**src/rtl/otd_pkg.sv**
```systemverilog
package otd_pkg;

  typedef enum logic [2:0] {
    GK_NONE   = 3'd0,
    GK_ORDER  = 3'd1,
    GK_FINISH = 3'd2,
    GK_START  = 3'd3,
    GK_WAIT   = 3'd4
  } grant_kind_t;

  localparam logic [2:0] PH_START        = 3'd0;
  localparam logic [2:0] PH_READY_ORDER  = 3'd2;
  localparam logic [2:0] PH_READY_FINISH = 3'd4;
  localparam logic [2:0] PH_LAST         = 3'd5;
  localparam logic [2:0] PH_CANCEL       = 3'd7;

  localparam logic [1:0] CFG_SLOT_COUNT      = 2'd0;
  localparam logic [1:0] CFG_THREAD_COUNT    = 2'd1;
  localparam logic [1:0] CFG_ITERATION_COUNT = 2'd2;

  localparam logic [4:0]  SLOT_COUNT_RST      = 5'd2;
  localparam logic [3:0]  THREAD_COUNT_RST    = 4'd2;
  localparam logic [31:0] ITERATION_COUNT_RST = 32'd1;

  typedef struct packed {
    logic [4:0]  slot_count;
    logic [3:0]  thread_count;
    logic [31:0] iteration_count;
  } cfg_t;

  typedef struct packed {
    logic       func;
    logic [3:0] thread_id;
  } item_t;

  typedef struct packed {
    grant_kind_t grant_kind;
    logic [3:0]  grant_slot;
    logic [31:0] grant_iteration;
    logic        progress_valid;
    logic [31:0] progress_done;
  } result_t;

endpackage

```
**src/rtl/otd_cfg.sv**
```systemverilog
module otd_cfg (
  input  logic               clk,
  input  logic               rst_n,
  input  logic               cfg_valid,
  output logic               cfg_ready,
  input  logic [1:0]         cfg_index,
  input  logic [31:0]        cfg_data,
  output otd_pkg::cfg_t      cfg
);

  otd_pkg::cfg_t cfg_r;
  otd_pkg::cfg_t cfg_nxt;

  assign cfg_ready = 1'b1;
  assign cfg       = cfg_r;

  always_comb begin
    cfg_nxt = cfg_r;
    if (cfg_valid && cfg_ready) begin
      unique case (cfg_index)
        otd_pkg::CFG_SLOT_COUNT:      cfg_nxt.slot_count      = cfg_data[4:0];
        otd_pkg::CFG_THREAD_COUNT:    cfg_nxt.thread_count    = cfg_data[3:0];
        otd_pkg::CFG_ITERATION_COUNT: cfg_nxt.iteration_count = cfg_data;
        default:                      cfg_nxt = cfg_r;
      endcase
    end
  end

  always_ff @(posedge clk) begin
    if (!rst_n) begin
      cfg_r.slot_count      <= otd_pkg::SLOT_COUNT_RST;
      cfg_r.thread_count    <= otd_pkg::THREAD_COUNT_RST;
      cfg_r.iteration_count <= otd_pkg::ITERATION_COUNT_RST;
    end else begin
      cfg_r <= cfg_nxt;
    end
  end

endmodule

```
**src/rtl/otd_core.sv**
```systemverilog
module otd_core #(
  parameter int MAX_SLOTS   = 16,
  parameter int MAX_THREADS = 8,
  parameter int ITER_WIDTH  = 32
) (
  input  logic              clk,
  input  logic              rst_n,
  input  logic              item_valid,
  input  otd_pkg::item_t    item,
  input  otd_pkg::cfg_t     cfg,
  output logic              res_valid,
  output otd_pkg::result_t  res
);

  localparam int PW  = (MAX_SLOTS > 1) ? $clog2(MAX_SLOTS) : 1;
  localparam int HW  = $clog2(MAX_SLOTS + 1);
  localparam int TIW = $clog2(MAX_THREADS);
  localparam int OTW = $clog2(MAX_THREADS + 2);
  localparam logic [HW-1:0]  WAIT_CODE  = HW'(MAX_SLOTS);
  localparam logic [OTW-1:0] ORDER_FREE = OTW'(MAX_THREADS);
  localparam logic [OTW-1:0] BAD_THREAD = OTW'(MAX_THREADS + 1);

  logic [2:0]            phase_r    [MAX_SLOTS];
  logic [2:0]            phase_nxt  [MAX_SLOTS];
  logic [2:0]            phase_a    [MAX_SLOTS];
  logic [HW-1:0]         holding_r  [MAX_THREADS];
  logic [HW-1:0]         holding_nxt[MAX_THREADS];
  logic [ITER_WIDTH-1:0] started_r, started_nxt;
  logic [ITER_WIDTH-1:0] ordered_r, ordered_nxt;
  logic [ITER_WIDTH-1:0] finished_r, finished_nxt;
  logic [PW-1:0]         start_ptr_r, start_ptr_nxt;
  logic [PW-1:0]         order_ptr_r, order_ptr_nxt;
  logic [PW-1:0]         finish_ptr_r, finish_ptr_nxt;
  logic [OTW-1:0]        ordering_r, ordering_nxt;
  logic                  res_valid_r;
  otd_pkg::result_t      res_r, res_nxt;

  logic [ITER_WIDTH-1:0] n;
  logic [7:0]            eff8;
  logic [TIW-1:0]        th_idx;
  logic                  req;
  logic [HW-1:0]         held;
  logic                  adv;
  logic                  release_ord;
  logic [OTW-1:0]        ot_a;
  logic [2:0]            ph_order, ph_finish, ph_start;
  logic [HW-1:0]         grant;
  logic                  slot_grant;
  logic                  any_grant;
  logic [ITER_WIDTH-1:0] iter;

  function automatic logic [2:0] phase_next(input logic [2:0] p);
    if (p == otd_pkg::PH_CANCEL) return otd_pkg::PH_CANCEL;
    if (p >= otd_pkg::PH_LAST) return otd_pkg::PH_START;
    return p + 3'd1;
  endfunction

  function automatic logic [PW-1:0] ptr_next(input logic [PW-1:0] p, input logic [7:0] eff);
    logic [7:0] s;
    s = 8'(p) + 8'd1;
    return (s >= eff) ? '0 : PW'(s);
  endfunction

  assign n      = ITER_WIDTH'(cfg.iteration_count);
  assign th_idx = TIW'(item.thread_id);
  assign req    = item_valid && !item.func &&
                  ({4'b0, item.thread_id} < {4'b0, cfg.thread_count}) &&
                  (8'(item.thread_id) < 8'(MAX_THREADS));
  assign held   = holding_r[th_idx];
  assign adv    = req && (held != WAIT_CODE);
  assign release_ord = req && (8'(item.thread_id) == 8'(ordering_r));
  assign ot_a   = release_ord ? ORDER_FREE : ordering_r;

  always_comb begin
    if (cfg.slot_count == 5'd0) begin
      eff8 = 8'd1;
    end else if ({3'b0, cfg.slot_count} > 8'(MAX_SLOTS)) begin
      eff8 = 8'(MAX_SLOTS);
    end else begin
      eff8 = {3'b0, cfg.slot_count};
    end
  end

  always_comb begin
    for (int k = 0; k < MAX_SLOTS; k++) begin
      phase_a[k] = (adv && (held == HW'(k))) ? phase_next(phase_r[k]) : phase_r[k];
    end
  end

  assign ph_order  = phase_a[order_ptr_r];
  assign ph_finish = phase_a[finish_ptr_r];
  assign ph_start  = phase_a[start_ptr_r];

  always_comb begin
    started_nxt    = started_r;
    ordered_nxt    = ordered_r;
    finished_nxt   = finished_r;
    start_ptr_nxt  = start_ptr_r;
    order_ptr_nxt  = order_ptr_r;
    finish_ptr_nxt = finish_ptr_r;
    ordering_nxt   = ordering_r;
    phase_nxt      = phase_r;
    holding_nxt    = holding_r;
    grant          = WAIT_CODE;
    slot_grant     = 1'b0;
    any_grant      = 1'b1;
    iter           = '0;
    res_nxt        = '0;
    res_nxt.grant_kind = otd_pkg::GK_NONE;

    if (item_valid && item.func) begin
      started_nxt  = n;
      finished_nxt = n;
      ordering_nxt = BAD_THREAD;
      for (int k = 0; k < MAX_SLOTS; k++) begin
        if (order_ptr_r == PW'(k)) begin
          phase_nxt[k] = otd_pkg::PH_CANCEL;
        end
      end
    end else if (req) begin
      ordering_nxt = ot_a;
      priority if (ot_a == ORDER_FREE && ordered_r < n &&
                   ph_order == otd_pkg::PH_READY_ORDER) begin
        res_nxt.grant_kind = otd_pkg::GK_ORDER;
        grant         = HW'(order_ptr_r);
        slot_grant    = 1'b1;
        iter          = ordered_r;
        ordered_nxt   = ordered_r + ITER_WIDTH'(1);
        order_ptr_nxt = ptr_next(order_ptr_r, eff8);
        ordering_nxt  = OTW'(item.thread_id);
      end else if (finished_r < n && ph_finish == otd_pkg::PH_READY_FINISH) begin
        res_nxt.grant_kind = otd_pkg::GK_FINISH;
        grant          = HW'(finish_ptr_r);
        slot_grant     = 1'b1;
        iter           = finished_r;
        finished_nxt   = finished_r + ITER_WIDTH'(1);
        finish_ptr_nxt = ptr_next(finish_ptr_r, eff8);
      end else if (started_r < n && ph_start == otd_pkg::PH_START) begin
        res_nxt.grant_kind = otd_pkg::GK_START;
        grant         = HW'(start_ptr_r);
        slot_grant    = 1'b1;
        iter          = started_r;
        started_nxt   = started_r + ITER_WIDTH'(1);
        start_ptr_nxt = ptr_next(start_ptr_r, eff8);
      end else if (finished_r < n) begin
        res_nxt.grant_kind = otd_pkg::GK_WAIT;
      end else begin
        any_grant = 1'b0;
      end

      for (int k = 0; k < MAX_SLOTS; k++) begin
        phase_nxt[k] = (slot_grant && (grant == HW'(k))) ? phase_a[k] + 3'd1 : phase_a[k];
      end
      for (int j = 0; j < MAX_THREADS; j++) begin
        if (any_grant && (th_idx == TIW'(j))) begin
          holding_nxt[j] = grant;
        end
      end

      res_nxt.grant_slot      = slot_grant ? 4'(grant) : 4'd0;
      res_nxt.grant_iteration = 32'(iter);
      res_nxt.progress_valid  = release_ord;
      res_nxt.progress_done   = release_ord ? 32'(ordered_r) : 32'd0;
    end
  end

  always_ff @(posedge clk) begin
    if (!rst_n) begin
      for (int k = 0; k < MAX_SLOTS; k++) begin
        phase_r[k] <= otd_pkg::PH_START;
      end
      for (int j = 0; j < MAX_THREADS; j++) begin
        holding_r[j] <= WAIT_CODE;
      end
      started_r    <= '0;
      ordered_r    <= '0;
      finished_r   <= '0;
      start_ptr_r  <= '0;
      order_ptr_r  <= '0;
      finish_ptr_r <= '0;
      ordering_r   <= ORDER_FREE;
      res_valid_r  <= 1'b0;
    end else begin
      phase_r      <= phase_nxt;
      holding_r    <= holding_nxt;
      started_r    <= started_nxt;
      ordered_r    <= ordered_nxt;
      finished_r   <= finished_nxt;
      start_ptr_r  <= start_ptr_nxt;
      order_ptr_r  <= order_ptr_nxt;
      finish_ptr_r <= finish_ptr_nxt;
      ordering_r   <= ordering_nxt;
      res_valid_r  <= item_valid;
    end
  end

  always_ff @(posedge clk) begin
    res_r <= res_nxt;
  end

  assign res_valid = res_valid_r;
  assign res       = res_r;

endmodule

```
**src/rtl/ordered_three_phase_task_dispatcher.sv**
```systemverilog
// Ordered loop dispatcher. A command is taken on every cycle in which start
// is high; busy is always low, so one command can follow another in each
// cycle. Each command yields exactly one result on the out_ ports, shown for
// one cycle with out_valid high; the command first sits in the input
// register and then passes through the grant logic into the result
// register. The receiver cannot stall, so results must be taken as they
// appear. All slot and thread state sits in flip-flops and is ready right
// after reset. Configuration writes are taken in any cycle and should be
// made only while no command is in flight.
module ordered_three_phase_task_dispatcher #(
  parameter int MAX_SLOTS   = 16,
  parameter int MAX_THREADS = 8,
  parameter int ITER_WIDTH  = 32
) (
  input  logic        clk,
  input  logic        rst_n,
  input  logic        start,
  output logic        busy,
  input  logic        in_func,
  input  logic [3:0]  in_thread_id,
  output logic        out_valid,
  output logic [2:0]  out_grant_kind,
  output logic [3:0]  out_grant_slot,
  output logic [31:0] out_grant_iteration,
  output logic        out_progress_valid,
  output logic [31:0] out_progress_done,
  input  logic        cfg_valid,
  output logic        cfg_ready,
  input  logic [1:0]  cfg_index,
  input  logic [31:0] cfg_data
);

  otd_pkg::cfg_t    cfg;
  otd_pkg::item_t   item_r, item_nxt;
  logic             item_valid_r;
  otd_pkg::result_t res;
  logic             res_valid;

  assign busy = 1'b0;

  assign item_nxt.func      = in_func;
  assign item_nxt.thread_id = in_thread_id;

  always_ff @(posedge clk) begin
    if (!rst_n) begin
      item_valid_r <= 1'b0;
    end else begin
      item_valid_r <= start && !busy;
    end
  end

  always_ff @(posedge clk) begin
    if (start && !busy) begin
      item_r <= item_nxt;
    end
  end

  otd_cfg u_cfg (
    .clk       (clk),
    .rst_n     (rst_n),
    .cfg_valid (cfg_valid),
    .cfg_ready (cfg_ready),
    .cfg_index (cfg_index),
    .cfg_data  (cfg_data),
    .cfg       (cfg)
  );

  otd_core #(
    .MAX_SLOTS   (MAX_SLOTS),
    .MAX_THREADS (MAX_THREADS),
    .ITER_WIDTH  (ITER_WIDTH)
  ) u_core (
    .clk        (clk),
    .rst_n      (rst_n),
    .item_valid (item_valid_r),
    .item       (item_r),
    .cfg        (cfg),
    .res_valid  (res_valid),
    .res        (res)
  );

  assign out_valid           = res_valid;
  assign out_grant_kind      = res.grant_kind;
  assign out_grant_slot      = res.grant_slot;
  assign out_grant_iteration = res.grant_iteration;
  assign out_progress_valid  = res.progress_valid;
  assign out_progress_done   = res.progress_done;

`ifndef NO_ASSERTIONS
  a_result_follows_transfer: assert property (@(posedge clk) disable iff (!rst_n)
    (start && !busy) |-> ##2 out_valid)
    else $error("transfer produced no result two cycles later");

  a_no_spurious_result: assert property (@(posedge clk) disable iff (!rst_n)
    out_valid |-> $past(start && !busy, 2))
    else $error("result without a matching transfer");

  a_idle_grant_zero: assert property (@(posedge clk) disable iff (!rst_n)
    (out_valid && (out_grant_kind == otd_pkg::GK_NONE ||
                   out_grant_kind == otd_pkg::GK_WAIT))
    |-> (out_grant_slot == 4'd0 && out_grant_iteration == 32'd0))
    else $error("slot or iteration set on a grant without a slot");
`endif

endmodule

```
**config.mk**
```make
export PLATFORM = sky130hd
export DESIGN_NAME = ordered_three_phase_task_dispatcher
export DESIGN_NICKNAME = d
export VERILOG_FILES = /design/src/rtl/otd_pkg.sv /design/src/rtl/otd_cfg.sv /design/src/rtl/otd_core.sv /design/src/rtl/ordered_three_phase_task_dispatcher.sv
export SDC_FILE = /design/constraint.sdc
export NUM_CORES = 1
export LEC_CHECK = 0
export ABC_AREA = 1
export BUFFER_PORTS_ARGS = -buffer_cell sky130_fd_sc_hd__buf_2
export CAP_MARGIN = 10
export CORE_UTILIZATION = 30
export DETAILED_ROUTE_END_ITERATION = 8
export PLACE_DENSITY = 0.53
export SLEW_MARGIN = 20
export SYNTH_ARGS = -nofsm -noshare
export SYNTH_HDL_FRONTEND = slang
export SYNTH_SLANG_ARGS = --single-unit
```
**constraint.sdc**
```tcl
create_clock -name clk -period 3 [get_ports clk]
set_input_delay 0.45 -clock clk [delete_from_list [all_inputs] [get_ports clk]]
set_output_delay 0.45 -clock clk [all_outputs]
set_load 0.02 [all_outputs]
```
======== Word level (Yosys, flattened, before mapping) ========
Cells that the tools add are included.
word-level totals
  flip-flop bits (word level) ............. 320
  bits of input ports ..................... 43
  output and inout port bits .............. 75
  logic and storage cells ................. 531
operators by class
  $add $sub $neg .......................... 38
  magnitude comparators ................... 29
  equal/unequal tests ..................... 93
  mux-type cells .......................... 215
  bitwise gates (word level) .............. 11
  reductions and logical operators ........ 99
operator list
  cell                                                             count
  32-bit two-way mux                                               12
  3-bit two-way mux                                                119
  3-bit by 1-bit adder with 3-bit output, second input constant    32
  32-bit by 1-bit adder with 32-bit output, second input constant  3
  32-bit less-than comparator                                      3
  48-bit two-way mux                                               2
  5-bit by 4-bit == test with 1-bit output, second input constant  16
  3-bit == test, second input constant                             21
  1-bit two-way mux                                                62
  1-bit logical AND                                                50
  3-bit >= comparator, second input constant                       16
  5-bit by 3-bit == test with 1-bit output, second input constant  8
  5-bit two-way mux                                                8
  2-bit AND reduction                                              19
  3-bit binary-select mux with 4-bit select                        3
  4-bit == test, second input constant                             9
  2-bit != test, second input constant                             16
  3-bit AND reduction                                              10
  8-bit >= comparator                                              3
  5-bit by 2-bit == test with 1-bit output, second input constant  4
  4-bit two-way mux                                                5
  4-bit by 3-bit == test with 1-bit output, second input constant  4
  4-bit by 1-bit adder with 5-bit output, second input constant    3
  5-bit binary-select mux with 3-bit select                        1
  other kinds (31)                                                 56

======== Longest topological paths before layout ========
Gate-level depths: netlist (run 1).
  depth after elaboration ................. 23
  mapped depth ............................ 37

======== Cells and area by module ========
A second synthesis (run 1) with hierarchy kept.
unflattened totals
  cells, all modules ...................... 3228
  area, all modules ....................... 21648.3 um^2
by module, submodules not included
  module                               instances  cells each  area each (um^2)
  otd_core                             1          2958        19771.5
  otd_cfg                              1          260         1687.9
  ordered_three_phase_task_dispatcher  1          10          188.9

======== Worst setup path after synthesis (run 1) ========
OpenSTA, ideal clock, no wires.
  path type ............................... register to register
  start point ............................. register item_r[1] (netlist bit)
  end point ............................... register u_core.phase_r[16] (netlist bit)
  library setup time ...................... 0.109 ns
  data arrival time ....................... 3.176 ns
  data required time ...................... 2.891 ns
  path slack .............................. -0.285 ns
  cell stages (with the launch flop) ...... 31
  buffers on the path ..................... 4
  clock period less this slack ............ 3.285 ns
  path through ............................ edfxtp_1 buf_2 inv_1 buf_2 nand2_1 nand3_1 nand2_1 nand2_2 nor2_2 nor2_2 buf_2 nand3_1 nand2_2 inv_2 nor2_1 nor2_1 a21oi_1 nand2_1 nand2_1 nand2_2 a21oi_4 nor2_2 nor2_2 nor2_4 nor2_4 buf_4 nand2_1 nand2_1 nand3_1 nand2_1 inv_1
on the way
  word-level cells in the longest chain between the ends .. 23
ends and longest elaborated chain
  item                                                  line                                       text
  from (decl)                                           ordered_three_phase_task_dispatcher.sv:34  otd_pkg::item_t item_r, item_nxt;
  from (signal assigned)                                ordered_three_phase_task_dispatcher.sv:54  item_r <= item_nxt;
  3-bit NOT with 4-bit output (implied by the code)     otd_core.sv:69                             assign held = holding_r[th_idx];
  5-bit binary-select mux with 3-bit select             otd_core.sv:69
  5-bit two-way mux (implied by the code) (2 in a row)  otd_core.sv:69
  5-bit != test                                         otd_core.sv:70                             assign adv = req && (held != WAIT_CODE);
  1-bit logical AND                                     otd_core.sv:70
  1-bit logical AND                                     otd_core.sv:86                             phase_a[k] = (adv && (held == HW'(k))) ? phase_next(phase_r[k]) : phase_r[k];
  3-bit two-way mux                                     otd_core.sv:86
  3-bit binary-select mux with 4-bit select             otd_core.sv:92                             assign ph_start = phase_a[start_ptr_r];
  [6 not listed]                                        n/a
  5-bit two-way mux                                     otd_core.sv:122                            priority if (ot_a == ORDER_FREE && ordered_r < n &&
  5-bit two-way mux                                     otd_core.sv:120                            end else if (req) begin
  5-bit two-way mux                                     otd_core.sv:111                            if (item_valid && item.func) begin
  5-bit by 4-bit == test with 1-bit output              otd_core.sv:152                            phase_nxt[k] = (slot_grant && (grant == HW'(k))) ? phase_a[k] + 3'd1 : phase_a[k];
  1-bit logical AND                                     otd_core.sv:152
  3-bit two-way mux                                     otd_core.sv:152
  48-bit two-way mux                                    otd_core.sv:120
  48-bit two-way mux                                    otd_core.sv:111
  to (signal, indexed assignment)                       otd_core.sv:170                            phase_r[k] <= otd_pkg::PH_START;
  to (signal assigned)                                  otd_core.sv:184                            phase_r <= phase_nxt;
  to (decl)                                             otd_core.sv:23                             logic [2:0] phase_r [MAX_SLOTS];
Several ways; a longest one is shown, not always the timed one. The select of a mux whose other input is x is not followed.
A chain may end at the register's enable or synchronous reset.

======== Final worst setup path (run 1) ========
  start point ............................. register item_r[0] (netlist bit)
  end point ............................... register u_core.started_r[30]
on the way
  word-level cells in the longest chain between the ends .. 15
ends and longest elaborated chain
  item                                                                                             line                                               text
  3-bit NOT with 4-bit output (implied by the code)                                                otd_core.sv:69
  5-bit binary-select mux with 3-bit select                                                        otd_core.sv:69
  5-bit two-way mux (implied by the code) (2 in a row)                                             otd_core.sv:69
  5-bit != test                                                                                    otd_core.sv:70
  1-bit logical AND                                                                                otd_core.sv:70
  1-bit logical AND                                                                                otd_core.sv:86
  3-bit two-way mux                                                                                otd_core.sv:86
  3-bit binary-select mux with 4-bit select, on equally long branches                              otd_core.sv:91, otd_core.sv:90, otd_core.sv:92
  3-bit two-way mux, on equally long branches (2 in a row)                                         otd_core.sv:91, otd_core.sv:90, otd_core.sv:92
  3-bit == test, or another cell as far along                                                      otd_core.sv:131                                    end else if (finished_r < n && ph_finish == otd_pkg::PH_READY_FINISH) begin
  1-bit logical AND, on equally long branches                                                      otd_core.sv:131, otd_core.sv:122, otd_core.sv:138
  2-bit by 1-bit != test with 1-bit output (no line) / 2-bit nonzero test (equally long branches)  n/a
  4-bit AND reduction (no line) *                                                                  n/a
  to (signal assigned)                                                                             otd_core.sv:186                                    started_r <= started_nxt;
  to (decl)                                                                                        otd_core.sv:28                                     logic [ITER_WIDTH-1:0] started_r, started_nxt;
Every way passes the cells marked *; elsewhere a longest branch is shown, timed or not. The select of a mux whose other input is x is not followed.

==> results of run 1 <==
[flip-flops by register name, indices dropped and copies added, names as in the netlist]
signal,flops
u_core.start_ptr_r,4
u_cfg.cfg,41
u_core.ordering_r,4
u_core.holding_r,40
u_core.ordered_r,32
u_core.order_ptr_r,4
u_core.phase_r,48
u_core.finish_ptr_r,4
item_valid_r,1
item_r,5
u_core.started_r,32
u_core.res,72
u_core.finished_r,32
u_core.res_valid,1
[cell families (layout without fill, tap and decap cells)]
family | count (synthesis) | count (layout) | share of synthesized area [%]
AND/OR/NAND/NOR | 1359 | 1360 | 28.2
AO/OA/AOI/OAI | 695 | 695 | 18.5
buffers and inverters | 496 | 1156 | 9.29
flip-flops | 320 | 320 | 30.3
adder cells (fa/ha/maj) | 177 | 177 | 10.4
XOR/XNOR | 81 | 81 | 3.33
other | 2 | 3 | 0.0352
[cells in the mapped netlist (all sizes together)]
| library cell | instances |
|---|---|
| dfxtp | 315 |
| o41ai | 1 |
| or3 | 1 |
| nand3 | 264 |
| or4 | 2 |
| edfxtp | 5 |
| ha | 177 |
| o211ai | 26 |
| a31oi | 38 |
| xor2 | 70 |
| and2 | 1 |
| nand3b | 5 |
| clkinv | 4 |
| nor4 | 24 |
| o31a | 5 |
| a221oi | 3 |
| o22ai | 2 |
| a211oi | 32 |
| a21oi | 289 |
| conb | 2 |
| nand2 | 680 |
| o31ai | 3 |
| nor3b | 3 |
| inv | 364 |
| a21boi | 3 |
| o21a | 11 |
| xnor2 | 11 |
| and3 | 1 |
| o221ai | 24 |
| nor3 | 43 |
| o21ai | 247 |
| o2111ai | 2 |
| buf | 49 |
| or2 | 7 |
| a311oi | 1 |
| o21bai | 8 |
| nor2 | 278 |
| nor4b | 2 |
| clkbuf | 79 |
| nand4 | 48 |
[placed cells by master (no fill, tap or decap), drive strengths merged, types with 8 or more instances in the layout]
cell type	instances
a31oi	38
ha	177
buf	709
nand4	48
xnor2	11
xor2	70
o21a	11
inv	362
o21ai	247
o221ai	24
a211oi	32
clkinv	15
nand3	264
dfxtp	315
o211ai	26
clkbuf	61
nor4	24
o21bai	8
nor2	279
nor3	43
a21oi	289
nand2	680
[through the flow]
stage | std cells | TNS, ps
floorplan | 3130 | -21960
global placement | 4557 | -189500
detailed placement | 4557 | -195360
CTS | 4670 | -151350
global route | 4731 | -229960
finish | 4732 | -189970
[worst paths after layout]
| kind | from | to | depth (start not counted) |
|---|---|---|---|
| setup reg to reg | item_r[0] | u_core.started_r[30] | 33 |
| hold / removal | in_func | item_r[4] | 1 |
| setup / recovery | item_r[0] | u_core.started_r[30] | 33 |
| hold reg to reg | u_core.holding_r[27] | u_core.holding_r[27] | 2 |
[worst max-delay path, delay by kind of cell, from the launching register on]
family / cells / cell delay [ps]
AND/OR/NAND/NOR: 21 / 1860
buffers and inverters: 10 / 1290
flip-flops: 1 / 430
AO/OA/AOI/OAI: 2 / 370
[layer usage]
metal,track usage (%),part of all wire (%)
met1,30.3,46
met2,36.7,46
met3,2.95,5.3
met4,7.60,3.4
met5,0,0.032
[final cells by class]
| cell class | instances | share of cell area [%] |
|---|---|---|
| multi-input cells | 2315 | 47.4 |
| flip-flops and latches | 320 | 20.7 |
| repair buffers | 713 | 18.9 |
| inverters | 368 | 4.57 |
| well taps | 940 | 3.77 |
| clock buffers | 58 | 3.88 |
| clock inverters | 16 | 0.701 |
| repair inverters | 1 | 0.0240 |
| diodes | 1 | 0.00802 |
[repair_timing]
| item | 4_1_cts | 5_1_grt |
|---|---|---|
| buffers inserted | 36 | 65 |
| endpoints found under the setup margin | 225 | 225 |
| pin swaps | 27 | 102 |
| cloned | 6 | 4 |
| gates resized for setup | 179 | 333 |
[power by group through the flow]
stage          sequential, mW  clock [mW]  combinational (mW)
3_5_place_dp             4.48           0                1.76
5_1_grt                  4.39        5.56                2.41
3_3_place_gp             4.48           0                1.76
6_report                 4.39        5.29                2.26
2_1_floorplan            4.48           0               0.953
4_1_cts                  4.39        5.40                1.98
==> results.yml, run 1 <==
synthesis:
  yosysWarnings: 0
  synth_top_area_share_pct: 29.6
  synth_cell_types: 59
  netlist_instances: 3130
  post_synth.cell_area_avg_um2: 6.81
  synth-seq-cells: 320
  synth-seq-area-share_pct: 30.3
  yosys-top-cells-area: "dfxtp_1 (30%), nand2_1 (12%), ha_1 (10%)"
  yosysTopAreaCell: "dfxtp_1"
  syn_area_um2: 21300
  synth.net_count: 3350
detailed_routing:
  dr_total_vias: 23734
  totalWireLength_um: 84400
  drt_pass1_iterations: 5
  drc: 0
  wl_per_cell_um: 17.8
  viasPerCell: 5.02
  drtAntennaViolNets: 0
  drtIter0Drc: 1776
timing:
  finalCriticalPeriod_ps: 4050
  drv_slew: 0
  final_hold_viol_count: 0
  holdWs_ps: 64.8
  tightest_slew_ps: 888
  setup_ws_ps: -1050
  skew_ps: 19.2
  finalCritPeriodShare_pct: 135
  max_freq_ghz: 0.247
  setup_viol: 225
  rsz0062_at_grt: "yes"
  relSlewSlack_pct: 40.2
pwr:
  swShare_pct: 28.7
  clkPwrFrac_pct: 44.3
  p_comb_share_pct: 18.9
  power_leakage_nw: 13.9
  finalPower_mw: 11.9
  p_sw_mw: 3.42
  ir_worst_vdd_uv: 391
  power.density_nw_per_um2: 382
  p_int_mw: 8.51
  seqPwrFrac_pct: 36.8
grt:
  grt_overflow_total: 0
  grt_max_degree: 125
  grt_first_pass_wirelength_um: 126000
  grt_util_all_layers_pct: 22.5
  grt_pass1_vias: 22251
  antenna_found_initial: 2
setup_path:
  worstSetupPathType: "flop to flop"
  slowest_stage: "edfxtp_1"
  path_max_fanout: 8
  end_kind: "flop"
  crit_required_ps: 3490
  worst_path_most_repeated_cell: "nand2_1"
  start_kind: "flop"
  r2r_slack_ps: -1050
  arrival_ps: 4540
  slowest_delay_ps: 430
floorplanning:
  die_area_um2: 72100
  ios: 118
  core_um2: 70100
  std_cell_rows: 97
  die_w_um: 269
  die_h_um: 269
  initial_utilization_pct: 30.4
clocking:
  hold_buffers: 0
  cts_sinks: 320
  cts_buffer_depth: 3
  clk_pin_slew_worst_paths_ps: 60
  cts_root_buf: "clkbuf_16"
  cts_inserted_buffers: 40
  insertion_delay_ps: 580
  cts_tree: "done"
  h-tree-depth: 2
layout:
  multi_input_area_um2: 14800
  fill_cells: 7097
  post-route-util_pct: 44.5
  design_area_um2: 31200
  syn_to_final_growth_pct: 46.4
  ff_latch_area_um2: 6460
  nets: 3979
  drive_gt1_share_pct: 32.3
place:
  dpl.hpwl_um: 61400
  place_ws_ps: -1030
  place_area_um2: 26800
  gp_routability_congestion: 0.916
  port_buffers: 115
outcome:
  outcome: "finished with violations"
  violations: "setup timing"
worst_hold_path:
  hold_class: "input port to flop"
run:
  maxCapViolCount: 0
No activity file was read; power rests on OpenSTA's default activity.
==> run 2: changes to the inputs <==
--- a/config.mk
+++ b/config.mk
@@ -11,6 +11,7 @@
 export CORE_UTILIZATION = 30
 export DETAILED_ROUTE_END_ITERATION = 8
 export PLACE_DENSITY = 0.53
+export SKIP_CTS_REPAIR_TIMING = 1
 export SLEW_MARGIN = 20
 export SYNTH_ARGS = -nofsm -noshare
 export SYNTH_HDL_FRONTEND = slang
==> run 2 against run 1 <==
  * The run still ends with setup timing left
  * Via count decreased by 1.8%
  * Clock-buffer cell count stayed put
  * Total power decreased by 2.1%
  * Sequential cell count stayed put
  * Clock power is essentially flat
  * Combinational power fell by 11%
  * Non-clock buffer count down 58
  * Sequential power is essentially flat
  * Clock skew is 2.7 ps lower
  * Final cell count decreased by 1.2%
  * Sequential share of layout area increased by 1.2 points
==> results.yml, run 2 (synthesis results as in run 1) <==
outcome:
  outcome: "finished with violations"
  violations: "setup timing"
setup_path:
  worst_path_most_repeated_cell: "nand2_1"
  crit_required_ps: 3490
  slowest_stage: "edfxtp_1"
  slowest_delay_ps: 440
  worstSetupPathType: "flop to flop"
  end_kind: "flop"
  path_max_fanout: 8
  start_kind: "flop"
  arrival_ps: 4470
pwr:
  power.density_nw_per_um2: 395
  power_leakage_nw: 13.2
  ir_worst_vdd_uv: 385
clocking:
  cts_inserted_buffers: 40
  cts_root_buf: "clkbuf_16"
  h-tree-depth: 2
  clk_pin_slew_worst_paths_ps: 60
  insertion_delay_ps: 570
  cts_buffer_depth: 3
  cts_tree: "done"
  cts_sinks: 320
layout:
  ff_latch_area_um2: 6460
  multi_input_area_um2: 13900
  syn_to_final_growth_pct: 38.6
  nets: 3922
  final_common_cell: "nand2_1"
  post-route-util_pct: 42.1
  layout_common_cells: "nand2_1 (573), buf_4 (479), inv_1 (339)"
  largest_register_ff_count: 72
  fill_cells: 7340
  drive_gt1_share_pct: 27.5
grt:
  grt_util_all_layers_pct: 21.9
  grt_max_degree: 125
  grt_pass1_vias: 21821
  grt_overflow_total: 0
  antenna_found_initial: 3
  grt_first_pass_wirelength_um: 123000
floorplanning:
  die_h_um: 269
  core_um2: 70100
  ios: 118
  die_area_um2: 72100
  std_cell_rows: 97
  die_w_um: 269
  initial_utilization_pct: 30.4
place:
  port_buffers: 115
  dpl.hpwl_um: 61400
  gp_routability_congestion: 0.916
timing:
  relSlewSlack_pct: 36.1
  drv_slew: 0
  finalCritPeriodShare_pct: 133
  setup_ws_ps: -979
  max_freq_ghz: 0.251
  rsz0062_at_grt: "yes"
  setup_viol: 225
  final_hold_viol_count: 0
  tns_ps: -177020
  skew_ps: 16.5
  finalCriticalPeriod_ps: 3980
  tightest_slew_ps: 948
detailed_routing:
  drtIter0Drc: 1787
  drtAntennaViolNets: 0
  totalWireLength_um: 82200
  drc: 0
  viasPerCell: 4.98
  wl_per_cell_um: 17.6
  drt_pass1_iterations: 5
  dr_total_vias: 23304
worst_hold_path:
  hold_class: "input port to flop"
run:
  maxCapViolCount: 0
## run 2: cell types whose count changed in the layout (fill, tap and decap cells not counted), moves of 20 or more
| cell | change |
|---|---|
| a21oi_1 | +24 |
| a21oi_2 | -21 |
| buf_4 | -21 |
| buf_6 | -20 |
| nand2_1 | +68 |
| nand2_2 | -36 |
| nand2_4 | -28 |
| nand3_1 | +41 |
| nand3_2 | -27 |
## run 2: layer usage
layer,global-route usage (%),up-vias,wire length [µm]
met4,7.09,4,2510
met3,3.03,155,4240
met1,29.4,10814,37900
met2,35.9,650,37500
li1,-,11681,-
met5,0,-,27
## run 2: final cells by class
class	instances	share of cell area, %
diodes	1	0.00847
repair inverters	2	0.0593
multi-input cells	2315	47.1
inverters	368	4.76
well taps	940	3.98
clock buffers	58	4.10
repair buffers	655	17.4
clock inverters	16	0.741
flip-flops and latches	320	21.8
## run 2: final timing paths
path | from | cells after the start | slack (ps) | endpoint
worst max-delay path | item_r[0] | 34 | -980 | u_core.phase_r[36]
worst min-delay path | in_func | 1 | 70 | item_r[4]
worst max register to register | item_r[0] | 34 | -980 | u_core.phase_r[36]
worst min register to register | u_core.holding_r[28] | 2 | 450 | u_core.holding_r[28]
## run 2: power breakdown
part / switching, mW / leakage [nW] / total, mW / internal (mW)
clock network: 2.04 / 0.709 / 5.28 / 3.24
registers: 0.0499 / 2.59 / 4.39 / 4.34
logic: 1.21 / 9.94 / 2.01 / 0.802
## run 2: critical path: cells and delay by family (launching register included)
| kind | cells | cell delay (ps) |
|---|---|---|
| compound gates | 1 | 130 |
| buf+inv | 8 | 1090 |
| flops | 1 | 440 |
| simple gates | 25 | 2190 |
## run 2: per-stage QoR
stage / power (mW) / setup slack [ps] / cell area, µm² / instances / hold slack [ps]
finish: 11.7 / -979 / 29500 / 4675 / 67.4
global route: 12.1 / -1140 / 29500 / 4674 / 50.0
CTS: 11.6 / -1050 / 28300 / 4631 / 44.4
detailed placement: 6.24 / -1030 / 26800 / 4557 / 446
global placement: 6.24 / -996 / 26800 / 4557 / 437
floorplan: 5.43 / -250 / 21800 / 3130 / 420
